## config.mk

```make
export PLATFORM = sky130hd
export DESIGN_NAME = stir_div
export DESIGN_NICKNAME = d
export VERILOG_FILES = /design/src/assert_macros.svh /design/src/stir_pkg.sv /design/src/stir_div.sv
export SDC_FILE = /design/constraint.sdc
export NUM_CORES = 1
export LEC_CHECK = 0
export BUFFER_PORTS_ARGS = -buffer_cell sky130_fd_sc_hd__buf_4
export CAP_MARGIN = 40
export CORE_MARGIN = 2
export CORE_UTILIZATION = 56
export DETAILED_ROUTE_END_ITERATION = 8
export PLACE_DENSITY = 0.82
export SYNTH_ARGS = -nofsm -noshare
export SYNTH_HDL_FRONTEND = slang
export SYNTH_SLANG_ARGS = --single-unit
```

## constraint.sdc

```tcl
create_clock -name clk -period 2.9 [get_ports clk]
set_clock_uncertainty 0.1 [all_clocks]
set_input_delay 0 -clock clk [delete_from_list [all_inputs] [get_ports clk]]
set_output_delay 0 -clock clk [all_outputs]
set_load 0.005 [all_outputs]
```

## src/assert_macros.svh

```systemverilog
// assertion helpers for the rtl
`ifndef ASSERT_MACROS_SVH
`define ASSERT_MACROS_SVH

// same-cycle implication, off while in reset
`define ASSERT_IMPLIES(label, clk, rst_n, cond, expr, msg) \
    label: assert property (@(posedge clk) disable iff (!rst_n) (cond) |-> (expr)) \
        else $error(msg);

// next-cycle implication, off while in reset
`define ASSERT_NEXT(label, clk, rst_n, cond, expr, msg) \
    label: assert property (@(posedge clk) disable iff (!rst_n) (cond) |=> (expr)) \
        else $error(msg);

`endif

```

## src/stir_pkg.sv

```systemverilog
package stir_pkg;

    localparam int KEY_W               = 32;
    localparam int VAL_W               = 31;
    localparam int IDX_W               = 7;
    localparam int CFG_W               = 8;
    localparam int FRAC_W              = 16;
    localparam int RATIO_W             = 48;
    localparam int DIVIDEND_W          = VAL_W + FRAC_W;
    localparam int REM_W               = VAL_W + 1;
    localparam int DEFAULT_TABLE_DEPTH = 128;

    // flips the sign bit so signed keys sort as unsigned
    localparam logic [KEY_W-1:0] SIGN_BIAS = {1'b1, {(KEY_W-1){1'b0}}};

    localparam logic OP_LOAD  = 1'b0;
    localparam logic OP_QUERY = 1'b1;

    typedef struct packed {
        logic [KEY_W-1:0] key;
        logic [VAL_W-1:0] value;
    } entry_t;

    typedef struct packed {
        logic               done;
        logic [RATIO_W-1:0] quotient;
    } div_status_t;

endpackage

```

## src/stir_div.sv

```systemverilog
module stir_div
    import stir_pkg::*;
(
    input  logic                  clk,
    input  logic                  rst_n,
    input  logic                  start,
    input  logic [DIVIDEND_W-1:0] dividend,
    input  logic [VAL_W-1:0]      divisor,
    output div_status_t           status
);

    localparam int STEPS = DIVIDEND_W;
    localparam int CNT_W = $clog2(STEPS + 1);

    logic [REM_W-1:0]      rem_reg, rem_next;
    logic [DIVIDEND_W-1:0] quo_reg, quo_next;
    logic [VAL_W-1:0]      dvs_reg, dvs_next;
    logic [CNT_W-1:0]      cnt_reg, cnt_next;
    logic                  run_reg, run_next;
    logic                  done_reg, done_next;
    logic [REM_W-1:0]      shifted;
    logic [REM_W:0]        diff;
    logic                  fits;

    // restoring division, one quotient bit a cycle
    always_comb
    begin
        shifted   = {rem_reg[REM_W-2:0], quo_reg[DIVIDEND_W-1]};
        diff      = {1'b0, shifted} - {2'b00, dvs_reg};
        fits      = ~diff[REM_W];
        rem_next  = rem_reg;
        quo_next  = quo_reg;
        dvs_next  = dvs_reg;
        cnt_next  = cnt_reg;
        run_next  = run_reg;
        done_next = 1'b0;
        if (start)
        begin
            rem_next = '0;
            quo_next = dividend;
            dvs_next = divisor;
            cnt_next = '0;
            run_next = 1'b1;
        end
        else if (run_reg)
        begin
            rem_next = fits ? diff[REM_W-1:0] : shifted;
            quo_next = {quo_reg[DIVIDEND_W-2:0], fits};
            cnt_next = cnt_reg + 1'b1;
            if (cnt_reg == CNT_W'(STEPS - 1))
            begin
                run_next  = 1'b0;
                done_next = 1'b1;
            end
        end
    end

    always_ff @(posedge clk or negedge rst_n)
    begin
        if (!rst_n)
        begin
            run_reg  <= 1'b0;
            done_reg <= 1'b0;
            cnt_reg  <= '0;
        end
        else
        begin
            run_reg  <= run_next;
            done_reg <= done_next;
            cnt_reg  <= cnt_next;
        end
    end

    always_ff @(posedge clk)
    begin
        rem_reg <= rem_next;
        quo_reg <= quo_next;
        dvs_reg <= dvs_next;
    end

    assign status.done     = done_reg;
    assign status.quotient = RATIO_W'(quo_reg);

endmodule

```

==> results.txt <==
Clock tree synthesis selected as its root buffer the cell sky130_fd_sc_hd__clkbuf_16. The initial utilization of the core area, before any placement, comes to 57.3%. The post-detailed-placement half-perimeter wirelength is 10,800 um, and the sequential element share of the synthesized area is 48.6%. Summed over all nets, the switching power comes to 2.42 mW.

The number of vias after detailed routing was 5,914. The fraction of final layout cells with drive strength greater than 1 is 30.1%. The tools report the total routed wirelength as 20,200 um.

Setup total negative slack on the finished layout was measured at 0 ns. The DRC violation count after routing was 0. The flip-flop count of the largest register, all copies and words added is 47, and the internal power is 4.78 mW.

For the final hold slack, the log shows 0.204 ns. Worst-case setup margin in the final layout: 0.0448 ns. The routed length per placed instance works out to 20.4 um.

The flow ran to the end, and the final reports show no timing, DRC or antenna violations. The number of synthesized flops with an enable pin is 78, and the maximum net fanout on the critical path is 8. Entering global routing, the biggest net connects 111 pins.

The tools report the worst slack at placement as -0.0208 ns. In this run the tool buffered the top-level ports with 128 buffer cells. The nature of the critical path startpoint is a register. The post-synthesis instance area is 0.00651 sq mm.

Cells fill 81.8% of the core in the end. In this run the number of H-tree levels came out at 4. The library cell with the largest summed area after synthesis is sky130_fd_sc_hd__edfxtp_1. The category of the most critical setup path was reg -> reg. After detailed routing, the number of vias per cell comes to 5.97. The number of synthesized register bits came out at 117. The worst pin sits at a relative slew slack of 58.1%. For this run, the post-layout net count is 949.

For the maximum achievable frequency, the log shows 350 MHz. For the pin with the worst max-slew slack, the measured transition is 0.628 ns. The tools report the remaining antenna violation count after routing as 0. The share of total power dissipated in the clock network is 33.0%. In this run the mean area of a mapped cell was 10.6 sq um.

In the synthesized netlist the async set-or-reset flop fraction comes to 6.84%. The total overflow left after global routing is 0. The TritonCTS buffer count was 17.

The die boundary width is 112 um. Global-route track usage on met3: 9.15%. The logs give 541 for the initial detailed-routing violation count and 0 for the final count of hold timing violations. The warning count from the yosys run is 0. The maximum count of clock buffers along a single path is 2, and the critical path data required time is 3.10 ns. The total design power is 7.19 mW, and the switching part of the total power is 33.6%. The number of global-route vias before repair is 5,953, and the synthesized netlist net count is 732.

In this run the count of I/O pins placed on the die edge is 130. For the final-report max-slew violation count, the log shows 0. From synthesis to final layout, the design area changed by 42.8%. The tools report the number of fillers in the final layout as 599. The synthesized instance count was 617.

Met1 track demand over resource: 36.1%. The number of distinct library cells after synthesis is 59. The region available for standard cell placement spans 0.0114 sq mm.

Setup repair after global routing could not meet its margin everywhere. The tightest min-delay check is of the in -> reg type. Peak supply drop: 598 uV. For this run, global-route usage on met2 was measured as 57.3%. The antenna cell count is 0. The clock slew seen by the registers of the worst setup and hold paths came out at 0.06 ns. Routability-driven placement finished with a final weighted congestion of 0.966.

The detailed-routing iteration count for the pre-antenna-repair pass was 5. After synthesis, the largest area contributor takes up 36.0% of total cell area. The number of placement rows was 39. The worst setup path is captured at a register.

The combinational fraction of design power is 35.7%, and the share of power burned in registers is 31.4%. The run gives 0.0125 sq mm as the floorplan die area. The setup-violating endpoint count in the final report was 0.

The global routing's busiest layer was met2. TritonCTS built the clock tree. The sink count of the clock tree is 117, and the final worst-path cycle share is 98.5%.

The flip-flop cell with the highest count after synthesis is sky130_fd_sc_hd__edfxtp_1. The logs give 0.42 ns for the source-to-sink clock delay at the later pin of the worst-skew pair and 3.06 ns for the critical path data arrival time. The number of antenna violations at the first check in global routing came out at 0.

Ratio of total power to cell area: 774 mW/mm^2. The static power due to leakage is 4.05 nW, and the die height is 112 um. By area the synthesized netlist is led by sky130_fd_sc_hd__edfxtp_1 36%, sky130_fd_sc_hd__dfxtp_1 9.5%, sky130_fd_sc_hd__mux2_2 8.0%.

The global-route wire length before repair was 30,900 um. For the overall routing resource usage, the log shows 31.8%. The number of max-cap violations was 0; the post-route minimum period was 2.86 ns.
-- what timing repair did --
item | in CTS | in global routing
resized for setup | 1 | 24
hold endpoints to repair | 88 | 0
buffers inserted | 0 | 4
cloned | 0 | 2
pin swaps | 0 | 11
hold buffers | 81 | 0
endpoints found under the setup margin | 1 | 30
-- Yosys cell counts (4+ instances only) --
master                     count
sky130_fd_sc_hd__edfxtp_1     78
sky130_fd_sc_hd__nor2_1       50
sky130_fd_sc_hd__a21oi_1      47
sky130_fd_sc_hd__mux2_2       46
sky130_fd_sc_hd__inv_1        42
sky130_fd_sc_hd__nand2_1      40
sky130_fd_sc_hd__ha_1         33
sky130_fd_sc_hd__o21ai_0      33
sky130_fd_sc_hd__dfxtp_1      31
sky130_fd_sc_hd__clkbuf_1     23
sky130_fd_sc_hd__xnor2_1      16
sky130_fd_sc_hd__a211oi_1     15
sky130_fd_sc_hd__xor2_1       14
sky130_fd_sc_hd__nand2b_1     12
sky130_fd_sc_hd__and3_1        9
sky130_fd_sc_hd__mux2i_1       9
sky130_fd_sc_hd__dfrtp_1       8
sky130_fd_sc_hd__a31oi_1       7
sky130_fd_sc_hd__buf_2         7
sky130_fd_sc_hd__nand3_1       7
sky130_fd_sc_hd__nand4_1       6
sky130_fd_sc_hd__o211ai_1      6
sky130_fd_sc_hd__nand3b_1      5
sky130_fd_sc_hd__a21o_1        4
sky130_fd_sc_hd__a32oi_1       4
sky130_fd_sc_hd__nor3_1        4
sky130_fd_sc_hd__o21bai_1      4
-- cells by family (layout without fill, tap and decap cells) --
logic type	count (synthesis)	after routing	synth area share, %
flops	117	117	48.6
other cells	1	1	0.0576
buf+inv	78	308	4.92
simple gates	153	153	11.4
fa+ha+maj	34	34	6.65
mux	55	55	9.34
xor+xnor	30	30	4.04
compound gates	149	149	15.0
-- power groups by stage --
stage / registers, mW / clock network [mW] / logic (mW)
6_report: 2.26 / 2.37 / 2.57
5_1_grt: 2.28 / 2.46 / 2.77
4_1_cts: 2.23 / 2.35 / 2.26
3_5_place_dp: 2.25 / 0 / 2.15
3_3_place_gp: 2.25 / 0 / 2.09
2_1_floorplan: 2.21 / 0 / 1.51
-- worst max-delay path: stages, from the launching register on --
cell and delay (ns):
sky130_fd_sc_hd__edfxtp_1 0.35, sky130_fd_sc_hd__inv_1 0.06, sky130_fd_sc_hd__ha_2 0.20, sky130_fd_sc_hd__fa_2 0.40, sky130_fd_sc_hd__nand2b_4 0.17, sky130_fd_sc_hd__a21oi_4 0.18
sky130_fd_sc_hd__o211ai_1 0.10, sky130_fd_sc_hd__buf_4 0.16, sky130_fd_sc_hd__a31oi_4 0.22, sky130_fd_sc_hd__a21oi_4 0.15, sky130_fd_sc_hd__buf_12 0.17, sky130_fd_sc_hd__nand3b_1 0.07
sky130_fd_sc_hd__o21ai_0 0.13, sky130_fd_sc_hd__a211oi_1 0.29
-- layer usage --
layer  part of all wire, %  wire, um
met5                     0         0
met4                   3.0       606
met2                    53     10700
met1                    37      7450
met3                   7.2      1460
-- layout make-up --
type / instances / area (sq um) / area share [%]
clock buffers: 17 / 425 / 4.57
clock inverters: 15 / 224 / 2.41
inverters: 42 / 158 / 1.70
multi-input cells: 422 / 3120 / 33.5
flip-flops and latches: 117 / 3160 / 34.0
well taps: 143 / 179 / 1.92
repair buffers: 234 / 2030 / 21.8
-- cells in the final DEF, fill, tap and decap left out, types with 4 or more instances in the layout --
cell type                       instances
sky130_fd_sc_hd__buf_4                148
sky130_fd_sc_hd__dlygate4sd3_1         81
sky130_fd_sc_hd__edfxtp_1              78
sky130_fd_sc_hd__nor2_1                50
sky130_fd_sc_hd__mux2_2                46
sky130_fd_sc_hd__inv_1                 41
sky130_fd_sc_hd__nand2_1               40
sky130_fd_sc_hd__a21oi_1               39
sky130_fd_sc_hd__ha_1                  31
sky130_fd_sc_hd__dfxtp_1               31
sky130_fd_sc_hd__o21ai_0               29
sky130_fd_sc_hd__clkbuf_16             19
sky130_fd_sc_hd__xnor2_1               16
sky130_fd_sc_hd__xor2_1                14
sky130_fd_sc_hd__a211oi_1              14
sky130_fd_sc_hd__nand2b_1              11
sky130_fd_sc_hd__and3_1                 9
sky130_fd_sc_hd__mux2i_1                9
sky130_fd_sc_hd__dfrtp_1                8
sky130_fd_sc_hd__a21oi_2                7
sky130_fd_sc_hd__nand3_1                7
sky130_fd_sc_hd__o211ai_1               6
sky130_fd_sc_hd__nand4_1                6
sky130_fd_sc_hd__a31oi_1                6
sky130_fd_sc_hd__nand3b_1               5
sky130_fd_sc_hd__bufinv_16              5
sky130_fd_sc_hd__inv_6                  5
sky130_fd_sc_hd__a21o_1                 4
sky130_fd_sc_hd__nor3_1                 4
sky130_fd_sc_hd__a32oi_1                4
sky130_fd_sc_hd__o21bai_1               4
-- path summary, 6_finish.rpt --
| kind | startpoint | endpoint | slack (ns) | cells after the start |
|---|---|---|---|---|
| worst max-delay path | quo_reg[46]$_DFFE_PP_ | rem_reg[10]$_SDFFE_PP0P_ | 0.04 | 13 |
| worst min-delay path | divisor[26] | dvs_reg[26]$_DFFE_PP_ | 0.20 | 2 |
| worst max register to register | quo_reg[46]$_DFFE_PP_ | rem_reg[10]$_SDFFE_PP0P_ | 0.04 | 13 |
| worst min register to register | rem_reg[6]$_SDFFE_PP0P_ | rem_reg[6]$_SDFFE_PP0P_ | 0.40 | 2 |
| max in group asynchronous | rst_n | run_reg$_DFF_PN0_ | 1.87 | 3 |
| min in group asynchronous | rst_n | cnt_reg[5]$_DFFE_PN0P_ | 0.53 | 3 |
-- metrics by stage --
stage / cell area [sq um] / std cells
floorplan: 6510 / 617
global placement: 7670 / 871
detailed placement: 7670 / 871
CTS: 9130 / 984
global route: 9300 / 990
finish: 9300 / 990
Power figures use the tool's default switching activity.
